### src/rtl/core/random_permutation_shuffle_defines.svh
// ----------------------------------------------------------------------------
// Random permutation shuffle: assertion macros
// Concurrent assertion wrappers, compiled out when SYNTH is defined.
// ----------------------------------------------------------------------------
`ifndef RANDOM_PERMUTATION_SHUFFLE_DEFINES_SVH
`define RANDOM_PERMUTATION_SHUFFLE_DEFINES_SVH

`ifndef SYNTH
`define RPS_ASSERT(lbl, clk, rst_n, prop) \
    lbl: assert property (@(posedge clk) disable iff (!rst_n) (prop)) \
        else $error("assertion failed");
`define RPS_ASSERT_IMP(lbl, clk, rst_n, ante, cons) \
    lbl: assert property (@(posedge clk) disable iff (!rst_n) (ante) |-> (cons)) \
        else $error("assertion failed");
`define RPS_ASSERT_NEXT(lbl, clk, rst_n, ante, cons) \
    lbl: assert property (@(posedge clk) disable iff (!rst_n) (ante) |=> (cons)) \
        else $error("assertion failed");
`else
`define RPS_ASSERT(lbl, clk, rst_n, prop)
`define RPS_ASSERT_IMP(lbl, clk, rst_n, ante, cons)
`define RPS_ASSERT_NEXT(lbl, clk, rst_n, ante, cons)
`endif

`endif

### src/rtl/core/rps_pkg.sv
// ----------------------------------------------------------------------------
// Random permutation shuffle: package
// Shared constants and the controller/datapath command and status types.
// ----------------------------------------------------------------------------
package rps_pkg;

    localparam int          MAX_LEN_DEF = 16;
    localparam int          VALUE_W     = 8;
    localparam logic [31:0] LCG_MUL     = 32'd1103515245;
    localparam logic [31:0] LCG_INC     = 32'd12345;
    localparam logic [31:0] RNG_SEED    = 32'h0000_ABCD;

    localparam logic CMD_LOAD    = 1'b0;
    localparam logic CMD_SHUFFLE = 1'b1;

    typedef struct packed {
        logic load;
        logic shuf_start;
        logic lcg_step;
        logic mod_step;
        logic rd_pair;
        logic wr_i;
        logic wr_j;
        logic i_dec;
        logic emit_start;
        logic rd_emit;
        logic out_load;
        logic k_inc;
        logic clear;
    } cmd_t;

    typedef struct packed {
        logic full;
        logic cnt_zero;
        logic cnt_lt2;
        logic mod_last;
        logic i_one;
        logic k_last;
    } status_t;

endpackage

### src/rtl/core/rps_dp.sv
// ----------------------------------------------------------------------------
// Random permutation shuffle: datapath
// Element memory, fill count, LCG, bit-serial modulo unit and output register.
// ----------------------------------------------------------------------------
`include "random_permutation_shuffle_defines.svh"

module rps_dp #(
    parameter int MAX_LEN = rps_pkg::MAX_LEN_DEF
) (
    input  logic                         clk,
    input  logic                         rst_n,
    input  rps_pkg::cmd_t                cmd,
    input  logic [rps_pkg::VALUE_W-1:0]  value,
    output rps_pkg::status_t             status,
    output logic [rps_pkg::VALUE_W-1:0]  element,
    output logic                         last
);

    localparam int IW = (MAX_LEN > 1) ? $clog2(MAX_LEN) : 1;
    localparam int CW = $clog2(MAX_LEN + 1);
    localparam int DW = rps_pkg::VALUE_W;

    logic [DW-1:0] mem [MAX_LEN];

    logic [CW-1:0] count_reg;
    logic [31:0]   rng_reg;
    logic [31:0]   rng_next;
    logic [IW-1:0] i_reg;
    logic [IW-1:0] k_reg;
    logic [CW-1:0] rem_reg;
    logic [CW-1:0] rem_next;
    logic [CW:0]   rem_sh;
    logic [CW:0]   divisor;
    logic [DW-1:0] div_reg;
    logic [2:0]    bit_cnt_reg;
    logic [DW-1:0] rd_a_reg;
    logic [DW-1:0] rd_b_reg;
    logic [DW-1:0] out_data_reg;
    logic          out_last_reg;
    logic [CW-1:0] cnt_m1;
    logic [IW-1:0] j_idx;
    logic [IW-1:0] addr_a;
    logic [IW-1:0] waddr;
    logic [DW-1:0] wdata;
    logic          we;

    assign rng_next = rng_reg * rps_pkg::LCG_MUL + rps_pkg::LCG_INC;
    assign cnt_m1   = count_reg - CW'(1);
    assign j_idx    = rem_reg[IW-1:0];

    assign divisor  = (CW + 1)'(i_reg) + (CW + 1)'(1);
    assign rem_sh   = {rem_reg, div_reg[DW-1]};
    assign rem_next = (rem_sh >= divisor) ? CW'(rem_sh - divisor) : CW'(rem_sh);

    assign status.full     = (count_reg == CW'(MAX_LEN));
    assign status.cnt_zero = (count_reg == '0);
    assign status.cnt_lt2  = (count_reg < CW'(2));
    assign status.mod_last = (bit_cnt_reg == 3'd7);
    assign status.i_one    = (i_reg == IW'(1));
    assign status.k_last   = ((CW'(k_reg) + CW'(1)) == count_reg);

    assign addr_a = cmd.rd_emit ? k_reg : i_reg;
    assign we     = (cmd.load && !status.full) || cmd.wr_i || cmd.wr_j;

    always_comb
    begin
        if (cmd.load)
        begin
            waddr = count_reg[IW-1:0];
            wdata = value;
        end
        else if (cmd.wr_i)
        begin
            waddr = i_reg;
            wdata = rd_b_reg;
        end
        else
        begin
            waddr = j_idx;
            wdata = rd_a_reg;
        end
    end

    always_ff @(posedge clk)
    begin
        if (we)
        begin
            mem[waddr] <= wdata;
        end
        if (cmd.rd_pair || cmd.rd_emit)
        begin
            rd_a_reg <= mem[addr_a];
        end
        if (cmd.rd_pair)
        begin
            rd_b_reg <= mem[j_idx];
        end
    end

    always_ff @(posedge clk or negedge rst_n)
    begin
        if (!rst_n)
        begin
            count_reg <= '0;
            rng_reg   <= rps_pkg::RNG_SEED;
        end
        else
        begin
            if (cmd.clear)
            begin
                count_reg <= '0;
            end
            else if (cmd.load && !status.full)
            begin
                count_reg <= count_reg + CW'(1);
            end
            if (cmd.lcg_step)
            begin
                rng_reg <= rng_next;
            end
        end
    end

    always_ff @(posedge clk)
    begin
        if (cmd.shuf_start)
        begin
            i_reg <= cnt_m1[IW-1:0];
        end
        else if (cmd.i_dec)
        begin
            i_reg <= i_reg - IW'(1);
        end

        if (cmd.lcg_step)
        begin
            div_reg     <= rng_next[15:8];
            rem_reg     <= '0;
            bit_cnt_reg <= '0;
        end
        else if (cmd.mod_step)
        begin
            div_reg     <= {div_reg[DW-2:0], 1'b0};
            rem_reg     <= rem_next;
            bit_cnt_reg <= bit_cnt_reg + 3'd1;
        end

        if (cmd.emit_start)
        begin
            k_reg <= '0;
        end
        else if (cmd.k_inc)
        begin
            k_reg <= k_reg + IW'(1);
        end

        if (cmd.out_load)
        begin
            out_data_reg <= rd_a_reg;
            out_last_reg <= status.k_last;
        end
    end

    assign element = out_data_reg;
    assign last    = out_last_reg;

    `RPS_ASSERT(a_dp_count_bound, clk, rst_n, count_reg <= CW'(MAX_LEN))
    `RPS_ASSERT_NEXT(a_dp_full_drop, clk, rst_n, cmd.load && status.full && !cmd.clear,
                     $stable(count_reg))
    `RPS_ASSERT_IMP(a_dp_j_range, clk, rst_n, cmd.rd_pair, rem_reg <= CW'(i_reg))

endmodule

### src/rtl/core/rps_ctrl.sv
// ----------------------------------------------------------------------------
// Random permutation shuffle: controller
// Sequences loads, the swap loop and the element emission.
// ----------------------------------------------------------------------------
`include "random_permutation_shuffle_defines.svh"

module rps_ctrl (
    input  logic             clk,
    input  logic             rst_n,
    input  logic             s_tvalid,
    input  logic             s_tuser,
    output logic             s_tready,
    output logic             m_tvalid,
    input  logic             m_tready,
    input  rps_pkg::status_t status,
    output rps_pkg::cmd_t    cmd
);

    localparam logic [3:0] S_IDLE      = 4'd0;
    localparam logic [3:0] S_LCG       = 4'd1;
    localparam logic [3:0] S_MOD       = 4'd2;
    localparam logic [3:0] S_RD        = 4'd3;
    localparam logic [3:0] S_WR_I      = 4'd4;
    localparam logic [3:0] S_WR_J      = 4'd5;
    localparam logic [3:0] S_EMIT_RD   = 4'd6;
    localparam logic [3:0] S_EMIT_LD   = 4'd7;
    localparam logic [3:0] S_EMIT_WAIT = 4'd8;

    logic [3:0] state_reg;
    logic [3:0] state_next;

    always_ff @(posedge clk or negedge rst_n)
    begin
        if (!rst_n)
        begin
            state_reg <= S_IDLE;
        end
        else
        begin
            state_reg <= state_next;
        end
    end

    always_comb
    begin
        state_next = state_reg;
        cmd        = '0;
        s_tready   = 1'b0;
        m_tvalid   = 1'b0;
        case (state_reg)
            S_IDLE:
            begin
                s_tready = 1'b1;
                if (s_tvalid)
                begin
                    if (s_tuser == rps_pkg::CMD_LOAD)
                    begin
                        cmd.load = 1'b1;
                    end
                    else if (status.cnt_zero)
                    begin
                        cmd.clear = 1'b1;
                    end
                    else if (status.cnt_lt2)
                    begin
                        cmd.emit_start = 1'b1;
                        state_next     = S_EMIT_RD;
                    end
                    else
                    begin
                        cmd.shuf_start = 1'b1;
                        state_next     = S_LCG;
                    end
                end
            end
            S_LCG:
            begin
                cmd.lcg_step = 1'b1;
                state_next   = S_MOD;
            end
            S_MOD:
            begin
                cmd.mod_step = 1'b1;
                if (status.mod_last)
                begin
                    state_next = S_RD;
                end
            end
            S_RD:
            begin
                cmd.rd_pair = 1'b1;
                state_next  = S_WR_I;
            end
            S_WR_I:
            begin
                cmd.wr_i   = 1'b1;
                state_next = S_WR_J;
            end
            S_WR_J:
            begin
                cmd.wr_j = 1'b1;
                if (status.i_one)
                begin
                    cmd.emit_start = 1'b1;
                    state_next     = S_EMIT_RD;
                end
                else
                begin
                    cmd.i_dec  = 1'b1;
                    state_next = S_LCG;
                end
            end
            S_EMIT_RD:
            begin
                cmd.rd_emit = 1'b1;
                state_next  = S_EMIT_LD;
            end
            S_EMIT_LD:
            begin
                cmd.out_load = 1'b1;
                state_next   = S_EMIT_WAIT;
            end
            S_EMIT_WAIT:
            begin
                m_tvalid = 1'b1;
                if (m_tready)
                begin
                    if (status.k_last)
                    begin
                        cmd.clear  = 1'b1;
                        state_next = S_IDLE;
                    end
                    else
                    begin
                        cmd.k_inc  = 1'b1;
                        state_next = S_EMIT_RD;
                    end
                end
            end
            default:
            begin
                state_next = S_IDLE;
            end
        endcase
    end

    `RPS_ASSERT_NEXT(a_ctrl_shuf_go, clk, rst_n,
                     s_tvalid && s_tready && s_tuser && !status.cnt_lt2,
                     state_reg == S_LCG)
    `RPS_ASSERT_NEXT(a_ctrl_emit_end, clk, rst_n,
                     m_tvalid && m_tready && status.k_last, state_reg == S_IDLE)
    `RPS_ASSERT_IMP(a_ctrl_no_overlap, clk, rst_n, s_tready, !m_tvalid)

endmodule

### src/rtl/core/random_permutation_shuffle.sv
// ----------------------------------------------------------------------------
// Random permutation shuffle: top level
// Byte store that permutes its contents with a Fisher-Yates pass on request.
// ----------------------------------------------------------------------------
// Usage:
//   Slave side takes one request per handshake: tuser low appends tdata to
//   the store (dropped once MAX_LEN bytes are held), tuser high shuffles the
//   store and streams it out on the master side, tlast on the final byte.
//   A shuffle of n bytes runs n-1 swap steps, each made of one LCG
//   multiply, a pass of the bit-serial modulo unit, one paired memory
//   read and two memory writes; then the bytes are emitted one at a time.
//   An empty store emits nothing; one byte emits at once.
//   No new request is taken until the last byte has been handed over.
//   Reset empties the store and reseeds the LCG to 0xABCD; the LCG state
//   then carries over from one shuffle to the next.
//   A receiver stall holds m_tdata and m_tlast and pauses the emission.
// ----------------------------------------------------------------------------
module random_permutation_shuffle #(
    parameter int MAX_LEN = rps_pkg::MAX_LEN_DEF
) (
    input  logic                         clk,
    input  logic                         rst_n,
    input  logic                         s_tvalid,
    output logic                         s_tready,
    input  logic [rps_pkg::VALUE_W-1:0]  s_tdata,   // [7:0] value
    input  logic                         s_tuser,   // [0] cmd
    output logic                         m_tvalid,
    input  logic                         m_tready,
    output logic [rps_pkg::VALUE_W-1:0]  m_tdata,   // [7:0] element
    output logic                         m_tlast
);

    rps_pkg::cmd_t    cmd;
    rps_pkg::status_t status;

    rps_ctrl u_ctrl (
        .clk      (clk),
        .rst_n    (rst_n),
        .s_tvalid (s_tvalid),
        .s_tuser  (s_tuser),
        .s_tready (s_tready),
        .m_tvalid (m_tvalid),
        .m_tready (m_tready),
        .status   (status),
        .cmd      (cmd)
    );

    rps_dp #(
        .MAX_LEN (MAX_LEN)
    ) u_dp (
        .clk     (clk),
        .rst_n   (rst_n),
        .cmd     (cmd),
        .value   (s_tdata),
        .status  (status),
        .element (m_tdata),
        .last    (m_tlast)
    );

endmodule
### config.mk
export PLATFORM = sky130hd
export DESIGN_NAME = random_permutation_shuffle
export DESIGN_NICKNAME = d
export VERILOG_FILES = /design/src/rtl/core/rps_pkg.sv /design/src/rtl/core/rps_dp.sv /design/src/rtl/core/rps_ctrl.sv /design/src/rtl/core/random_permutation_shuffle.sv
export VERILOG_INCLUDE_DIRS = /design/src /design/src/rtl/core
export SDC_FILE = /design/constraint.sdc
export NUM_CORES = 1
export LEC_CHECK = 0
export ABC_AREA = 1
export BUFFER_PORTS_ARGS = -buffer_cell sky130_fd_sc_hd__buf_2
export CAP_MARGIN = 40
export CORE_ASPECT_RATIO = 0.9
export CORE_MARGIN = 1.5
export CORE_UTILIZATION = 58
export DETAILED_ROUTE_END_ITERATION = 8
export HOLD_SLACK_MARGIN = 0.15
export PLACE_DENSITY_LB_ADDON = 0.12
export REMOVE_ABC_BUFFERS = 1
export SLEW_MARGIN = 10
export SYNTH_ARGS = -nofsm -noshare
export SYNTH_HDL_FRONTEND = slang
export SYNTH_SLANG_ARGS = --single-unit
### constraint.sdc
create_clock -name clk -period 6 [get_ports clk]
set_clock_uncertainty 0.1 [all_clocks]
set_input_delay 1.2 -clock clk [delete_from_list [all_inputs] [get_ports clk]]
set_output_delay 1.2 -clock clk [all_outputs]
set_load 0.01 [all_outputs]
-- Yosys cells after proc, flatten, opt, wreduce, memory -nomap -nowiden
Memories as Yosys holds them, arrays and structs flattened. A register that Yosys moved wholly into a read port is not among the register bits.
Index checks and enable logic that the tools add are counted.
- flip-flop bits (word level): 74
- RAM bits: 128
- input bits: 13
- output and inout bits: 11
- logic and storage cells: 104
- memories kept: 1
- memory list (name ; depth ; bits a word ; read ports ; clocked after memory_dff ; write ports ; RTL line ; source):
    u_dp.mem ; 16 ; 8 ; 2 ; 2 ; 1 ; rps_dp.sv:23 ; logic [DW-1:0] mem [MAX_LEN];
- add/sub/neg operators: 9
- multiply operators: 1
- magnitude comparators: 2
- equality and inequality tests: 17
- muxes and demuxes: 53
- reductions and logical operators: 11
- operator list (operator ; count):
    4-bit 2-to-1 mux ; 10
    4-bit one-hot mux with 9 select lines ; 1
    32-bit by 14-bit adder with 32-bit output, second input constant ; 1
    32-bit by 31-bit multiplier with 32-bit output, second input constant ; 1
    8-bit 2-to-1 mux ; 4
    1-bit 2-to-1 mux ; 26
    4-bit by 3-bit equality test with 1-bit output, second input constant ; 4
    5-bit 2-to-1 mux ; 3
    4-bit by 1-bit adder with 5-bit output, second input constant ; 2
    2-bit != test, second input constant ; 5
    3-bit 2-to-1 mux ; 3
    4-bit by 1-bit equality test with 1-bit output, second input constant ; 2
    4-bit by 2-bit equality test with 1-bit output, second input constant ; 2
    2-bit 2-to-1 mux ; 4
    4-bit by 1-bit subtractor with 4-bit output, second input constant ; 2
    6-bit by 5-bit greater-or-equal comparator with 1-bit output ; 1
    2-bit nonzero test ; 3
    5-bit by 1-bit adder with 5-bit output, second input constant ; 1
    5-bit equality test ; 1
    5-bit equality test, second input constant ; 1
    5-bit zero test ; 1
    5-bit by 2-bit less-than comparator with 1-bit output, second input constant ; 1
    5-bit AND reduction ; 1
    5-bit subtractor ; 1
    other kinds (9) ; 12

-- Longest topological paths before layout
Gate-level depths: netlist (run 1).
- depth in word-level cells: 11
- depth in mapped cells: 29
- depth with buffers taken out: 29

-- Modules after synthesis
Synthesis (run 1) repeated with hierarchy kept, for this count alone.
- cells, all modules: 1439
- area total of the unflattened synthesis: 13003.7 µm²
- modules (own cells, without submodules) (module ; instances ; cells an instance ; area an instance (µm²) ; sequential area each (µm²)):
    rps_dp ; 1 ; 1363 ; 12562.0 ; 5733.0
    rps_ctrl ; 1 ; 76 ; 441.7 ; 100.1

-- Worst setup path before layout (run 1)
OpenSTA, ideal clock, no wires.
- path kind: register -> register
- start: register u_dp.rng_reg[0]
- end: register u_dp.div_reg[6], data pin
- library setup time: 0.261 ns
- arrival: 5.332 ns
- required time: 5.639 ns
- path slack: 0.307 ns
- stages on the path, launching flop included: 25
- path buffers: 0
- clock period less this slack: 5.693 ns
- path through: dfstp_2 inv_1 ha_1 ha_1 or2_2 fa_1 inv_1 fa_1 inv_1 ha_1 inv_1 fa_1 inv_1 fa_1 inv_1 fa_1 inv_1 ha_1 inv_1 nor3_1 nand3_1 nand3_1 a21oi_1 o21ai_0 nand2_1
- longest elaborated chain between the ends: 3
- ends and longest elaborated chain (what ; RTL line ; source):
    start, declared ; rps_dp.sv:26 ; logic [31:0] rng_reg;
    start signal, assigned ; rps_dp.sv:105 ; rng_reg <= rps_pkg::RNG_SEED;
    start signal, assigned ; rps_dp.sv:119 ; rng_reg <= rng_next;
    32-bit by 31-bit multiplier with 32-bit output ; rps_dp.sv:47 ; assign rng_next = rng_reg * rps_pkg::LCG_MUL + rps_pkg::LCG_INC;
    32-bit by 14-bit adder with 32-bit output ; rps_dp.sv:47 ;
    8-bit 2-to-1 mux ; rps_dp.sv:135 ; if (cmd.lcg_step)
    end signal, assigned ; rps_dp.sv:137 ; div_reg <= rng_next[15:8];
    end signal, assigned ; rps_dp.sv:143 ; div_reg <= {div_reg[DW-2:0], 1'b0};
    end, declared ; rps_dp.sv:34 ; logic [DW-1:0] div_reg;
Every way passes these cells.
A chain may end at the register's enable or synchronous reset.

-- Worst setup path after layout (run 1)
- start: register u_dp.rng_reg[3]
- end: register u_dp.div_reg[7], data pin
The elaborated chain is that of the path after synthesis.

==> results of run 1 <==
-- logic make-up (layout without fill, tap and decap cells) --
| kind of cell | after synthesis | count (layout) | share of synthesized area [%] |
|---|---|---|---|
| xor+xnor | 22 | 22 | 1.506 |
| compound gates | 293 | 293 | 13.98 |
| buf+inv | 286 | 337 | 8.931 |
| flops | 202 | 202 | 45.60 |
| fa+ha+maj | 131 | 131 | 15.22 |
| simple gates | 452 | 452 | 14.76 |
-- per-layer routing --
layer,global-route usage (%),vias up
met3,4.733,78
li1,-,4765
met5,0,-
met2,46.22,445
met1,40.84,4793
met4,9.682,0
-- metrics by stage --
stage               TNS, ps  instance area, um2
floorplan                 0               12520
global placement          0               13180
detailed placement        0               13320
CTS                       0               14080
global route         -9.528               14130
finish                    0               14130
-- synth_stat cells, types with 5 or more instances --
library cell	n	share of area [%]
nand3_1	63	2.5
xor2_1	12	0.82
fa_1	41	6.4
dfrtp_1	15	2.9
nor2_1	148	4.3
or2_2	5	0.24
a31oi_1	10	0.49
dfstp_2	10	2.1
inv_2	7	0.21
dfxtp_1	12	1.9
a21oi_1	24	0.94
clkbuf_1	31	0.91
o21ai_1	5	0.20
xnor2_1	10	0.68
ha_1	90	8.8
buf_6	6	0.53
nor3_1	12	0.47
buf_2	15	0.59
edfxtp_1	165	39
inv_1	223	6.5
o221ai_1	22	1.5
o22ai_1	11	0.54
nand2_1	204	6.0
o21ai_0	138	5.4
o211ai_1	73	4.3
-- worst max-delay path by stage --
stage	start	to	slack, ps
floorplan	u_dp.rng_reg[0]	u_dp.div_reg[6]	290
global placement	u_dp.rng_reg[3]	u_dp.div_reg[7]	170
detailed placement	u_dp.rng_reg[3]	u_dp.div_reg[6]	50
CTS	u_dp.rng_reg[3]	u_dp.div_reg[6]	30
global route	u_dp.rng_reg[3]	u_dp.div_reg[7]	-10
finish	u_dp.rng_reg[3]	u_dp.div_reg[7]	210
-- area by class of cell --
cell class,count,share of cell area [%]
clock buffers,30,4.330
clock inverters,12,1.063
inverters,232,6.163
multi-input cells,898,41.61
flip-flops and latches,202,41.29
well taps,291,2.577
repair buffers,63,2.966
==> Flow_metrics.wiki, run 1 <==
{| class="wikitable"
! Metric !! Value
|-
| Run status || completed
|-
| Crit Path Category || register to register
|-
| Nets@finish || 1564
|-
| Count of state elements after synthesis || slightly above 200
|-
| Hold_sp || u_dp.rd_a_reg[5]
|-
| Register-to-register setup slack || 210 ps
|-
| Number of buffers created by CTS || 23
|-
| Highest metal layer used by the detailed router || met4
|-
| Die Span X || 159.5 um
|-
| Largest net degree at the start of global routing || 85
|-
| Transition time at the pin with the least slew margin || 894.5 ps
|-
| Global-route wire length before repair || 51530 um
|-
| H-tree depth || 1
|-
| Initial antenna violation count || 0
|-
| Hold buffer count at CTS || 0
|-
| Crit-path max FO || 4
|-
| Per-cell via count in the routed design || 5.834
|-
| Global route overflow || 0
|-
| CP startpoint kind || register
|-
| Fin. max-slew vios || 0
|-
| Hold crit path type || register to register
|-
| Worst path top cell family by delay || adder cells
|-
| GRT Total Usage || between 20% and 30%
|-
| List of cells traversed by the critical path || ha_1 -> ha_1 -> or2_2 -> fa_1 -> inv_1 -> fa_1 -> inv_1 -> ha_1 -> inv_1 -> fa_1 -> inv_1 -> fa_1 -> inv_1 -> fa_1 -> inv_1 -> ha_4 -> inv_2 -> nor3_2 -> nand3_1 -> nand3_2 -> nand3_1 -> nand3_1 -> nand2_1
|-
| Length of routed met2 wiring || 14570 um
|-
| Clock-pin transition on the worst setup and hold timing paths || around 60 ps
|-
| Number of DRC markers after the initial detailed-route iteration || 1071
|-
| Number of sinks handled by clock tree synthesis || 202
|-
| Wire length on met3 || 2987 um
|-
| Antenna diode count || 0
|-
| Max-cap violation count || 0
|-
| Hold slack final || 350.0 ps
|-
| Max Freq || 0.1726 GHz
|-
| Area grow syn2layout || 10.47%
|-
| Gate count after technology mapping || between 1000 and 1500
|-
| Most instantiated flip-flop cell in the synthesis netlist || edfxtp_1
|-
| Post-Synthesis Cell Area || 0.01279 mm2
|-
| WP depth || 23
|-
| Number of primary I/O pins || 24
|-
| Sequential cell area || 0.005834 mm2
|-
| Buffers & Inverters on Critical Path || 7
|-
| Highest cell delay on the worst timing path || 550 ps
|-
| Flip-flop count of the largest register after layout || 128
|-
| Avg Cell Area, Syn || around 9.2 um2
|-
| Nature of the critical path endpoint || register
|-
| Clock buffer depth || 3
|-
| Async set-or-reset flop fraction in the synthesized netlist || 12.38%
|-
| Post-route DRC violation count || 0
|-
| Min cycle time layout || a little under 6000 ps
|-
| Number of antenna-violating nets in the routed design || 0
|-
| CTS tree || done
|-
| CP max-delay cell || dfstp_2
|-
| Post-Route Utilization || 65.32%
|-
| Multi-input gate area in the final layout || 0.005879 mm2
|-
| Post-route clock period utilization || 96.58%
|-
| Finish-stage setup viols || 0
|-
| First-pass detailed-route iteration total || 6
|-
| Wire per inst || about 19 um
|-
| Global placer's final weighted congestion || around 0.91
|-
| Port-buffer cells || 23
|-
| Vias in the first global route || 9671
|-
| Effective utilization at floorplan || 59.13%
|-
| Number of different library cells in the post-synthesis netlist || 44
|-
| Count of non-filler cells in the finished layout || 1728
|-
| Post-synth EDFFs || 165
|-
| Core area || 0.02163 mm2
|-
| Clock root buffer || clkbuf_16
|-
| Met1 WL || 14390 um
|-
| Floorplan row count || 51
|-
| Share of final-layout standard cells stronger than drive strength 1 || 9.951%
|-
| Floorplan die height || 143.9 um
|-
| Cell with the most instances on the worst path || inv_1
|-
| Pre-CTS setup slack || 54.23 ps
|-
| Crit Reg-Reg Endpoint || u_dp.div_reg[7]
|-
| Placed Cells || 1686
|-
| Worst max-slew margin expressed relative to the limit || about two fifths
|-
| Commonest non-fill, non-tap cell in the layout || inv_1
|-
| Resized cells post-CTS || 0
|-
| Setup fix buffers added after clock tree synthesis || 0
|-
| Share of synthesized area occupied by flip-flops and latches || 45.60%
|-
| Hold-critical path endpoint || u_dp.element[5]
|-
| Total count of hold-check failures in the final report || 0
|-
| Number of inserted filler cells in the final layout || 1729
|-
| Vias || 10081
|-
| Clock network latency to the later pin of the worst-skew pair || 530 ps
|-
| Commonest cells after routing, fill and taps aside || 221 x inv_1, 204 x nand2_1, 165 x edfxtp_1, 148 x nor2_1, 137 x o21ai_0
|-
| Post-detail-place hpwl || about 23000 um
|-
| Final wirelength || 32830 um
|-
| Die Outline Area || 0.02295 mm2
|-
| Final worst setup slack || 205.3 ps
|-
| R2r startpoint || u_dp.rng_reg[3]
|-
| Arrival @ worst endpoint || 5960 ps
|-
| Warnings from Yosys || 0
|-
| WP data required || 6170 ps
|-
| Worst Reg-to-Reg Cells || 23
|-
| Worst hold path cell count || 0
|}
Power of run 1 is not shown: default switching activity piles up to over one toggle a cycle in this logic, so the estimate is an artifact.
==> run 2, diff against run 1 <==
==> constraint.sdc (replaced) <==
create_clock -name clk -period 6 [get_ports clk]
set_clock_uncertainty 0.1 [all_clocks]
set_input_delay 0.3 -clock clk [delete_from_list [all_inputs] [get_ports clk]]
set_output_delay 0.3 -clock clk [all_outputs]
set_load 0.01 [all_outputs]
==> Flow_metrics.wiki, run 2 (same netlist as run 1, synthesis figures left out) <==
{| class="wikitable"
! Metric !! Value
|-
| Max-cap violation count || 0
|-
| H-tree depth || 1
|-
| Initial antenna violation count || 0
|-
| Number of inserted filler cells in the final layout || between 1500 and 2000
|-
| Post-route DRC violation count || 0
|-
| Max Freq || 0.1727 GHz
|-
| Hold slack final || 171.7 ps
|-
| Number of primary I/O pins || 24
|-
| Global-route wire length before repair || between 50000 and 60000 um
|-
| Clock buffer depth || 3
|-
| Worst max-slew margin expressed relative to the limit || 38.44%
|-
| Count of non-filler cells in the finished layout || 1732
|-
| Effective utilization at floorplan || 59.13%
|-
| Global placer's final weighted congestion || ~0.9
|-
| Vias in the first global route || 9683
|-
| Number of buffers created by CTS || 23
|-
| GRT Total Usage || 29.06%
|-
| First-pass detailed-route iteration total || 5
|-
| Final wirelength || 32820 um
|-
| Final worst setup slack || about 210 ps
|-
| Pre-CTS setup slack || 54.23 ps
|-
| Antenna diode count || 0
|-
| Crit Path Category || register to register
|-
| Multi-input gate area in the final layout || 0.005879 mm2
|-
| Post-detail-place hpwl || 22730 um
|-
| Arrival @ worst endpoint || 5960 ps
|-
| Crit-path max FO || 4
|-
| Number of antenna-violating nets in the routed design || 0
|-
| WP data required || 6170 ps
|-
| Largest net degree at the start of global routing || 85
|-
| Fin. max-slew vios || 0
|-
| Floorplan die height || 143.9 um
|-
| Core area || 0.02163 mm2
|-
| Floorplan row count || approximately 50
|-
| Clock network latency to the later pin of the worst-skew pair || 530 ps
|-
| Post-route clock period utilization || 96.50%
|-
| Nature of the critical path endpoint || register
|-
| Placed Cells || 1686
|-
| Die Outline Area || about 0.023 mm2
|-
| Per-cell via count in the routed design || 5.856
|-
| Run status || completed
|-
| Commonest non-fill, non-tap cell in the layout || inv_1
|-
| Sequential cell area || between 0.005 and 0.006 mm2
|-
| Hold crit path type || input port to register
|-
| Wire per inst || between 15 and 20 um
|-
| Finish-stage setup viols || 0
|-
| Number of sinks handled by clock tree synthesis || between 200 and 250
|-
| Share of final-layout standard cells stronger than drive strength 1 || under 10%
|-
| Min cycle time layout || approximately 5800 ps
|-
| Die Span X || 159.5 um
|-
| Area grow syn2layout || 10.78%
|-
| Vias || 10142
|-
| Clock-pin transition on the worst setup and hold timing paths || 60 ps
|-
| CP startpoint kind || register
|-
| Commonest cells after routing, fill and taps aside || 221 x inv_1, 204 x nand2_1, 165 x edfxtp_1, 148 x nor2_1, 137 x o21ai_0
|-
| Clock root buffer || clkbuf_16
|-
| Number of DRC markers after the initial detailed-route iteration || 1050
|-
| Transition time at the pin with the least slew margin || 923.4 ps
|-
| Flip-flop count of the largest register after layout || 128
|-
| Nets@finish || 1568
|-
| CTS tree || done
|-
| Total count of hold-check failures in the final report || 0
|-
| Port-buffer cells || 23
|-
| Global route overflow || 0
|}
## run 2: cell types whose count changed in the layout (fill, tap and decap cells not counted)
cell / before / now
dlygate4sd3_1: 0 / 4
## run 2: critical path, cell delays in order (launching register included)
cell     delay (ps)
dfstp_2         550
ha_1            260
fa_1            480
fa_1            500
inv_1            60
fa_1            540
inv_1            40
ha_1            260
inv_1            40
fa_1            470
inv_1            60
fa_1            540
inv_1            60
fa_1            520
inv_1            60
ha_4            280
inv_2            60
nor3_2          180
nand3_1         110
nand3_2         120
nand3_1          80
nand3_1         100
nand2_1          60
## run 2: area by class of cell
| cell class | count | share of cell area, % |
|---|---|---|
| clock buffer | 30 | 4.318 |
| tap | 291 | 2.570 |
| timing repair buffer | 67 | 3.241 |
| multi-input combinational | 898 | 41.49 |
| sequential | 202 | 41.17 |
| clock inverter | 12 | 1.060 |
| inverter | 232 | 6.146 |
## run 2: per-layer routing
layer / vias up / track usage [%] / share of wire, %
li1: 4773 / - / -
met1: 4846 / 40.84 / 44
met3: 72 / 4.733 / 8.9
met4: 0 / 9.682 / 2.5
met2: 451 / 46.27 / 44
met5: - / 0 / 0
## run 2: what timing repair did
action                                  4_1_cts  5_1_grt
setup buffers                                 0        0
resized for setup                             0       10
hold buffers                                  4        0
endpoints found under the setup margin        0        4
hold endpoints to repair                     31        0
## run 2: through the flow
stage	setup TNS, ps	utilization (%)	area (um2)
after CTS	0	65.27	14120
after detailed placement	0	61.56	13320
after global routing	-9.528	65.50	14170
after floorplan	0	-	12520
final	0	65.50	14170
after global placement	0	60.92	13180
## run 2: final timing paths
path,from,endpoint,slack [ps],depth (start not counted)
hold reg to reg,u_dp.rd_a_reg[5],u_dp.element[5],350,0
hold / removal,s_tvalid,u_ctrl.state_reg[2],170,5
min in group asynchronous,rst_n,u_dp.rng_reg[4],240,2
setup / recovery,u_dp.rng_reg[7],u_dp.div_reg[7],210,22
max in group asynchronous,rst_n,u_dp.count_reg[3],5140,2
setup reg to reg,u_dp.rng_reg[7],u_dp.div_reg[7],210,22
Power of run 2 is left out for the same reason.
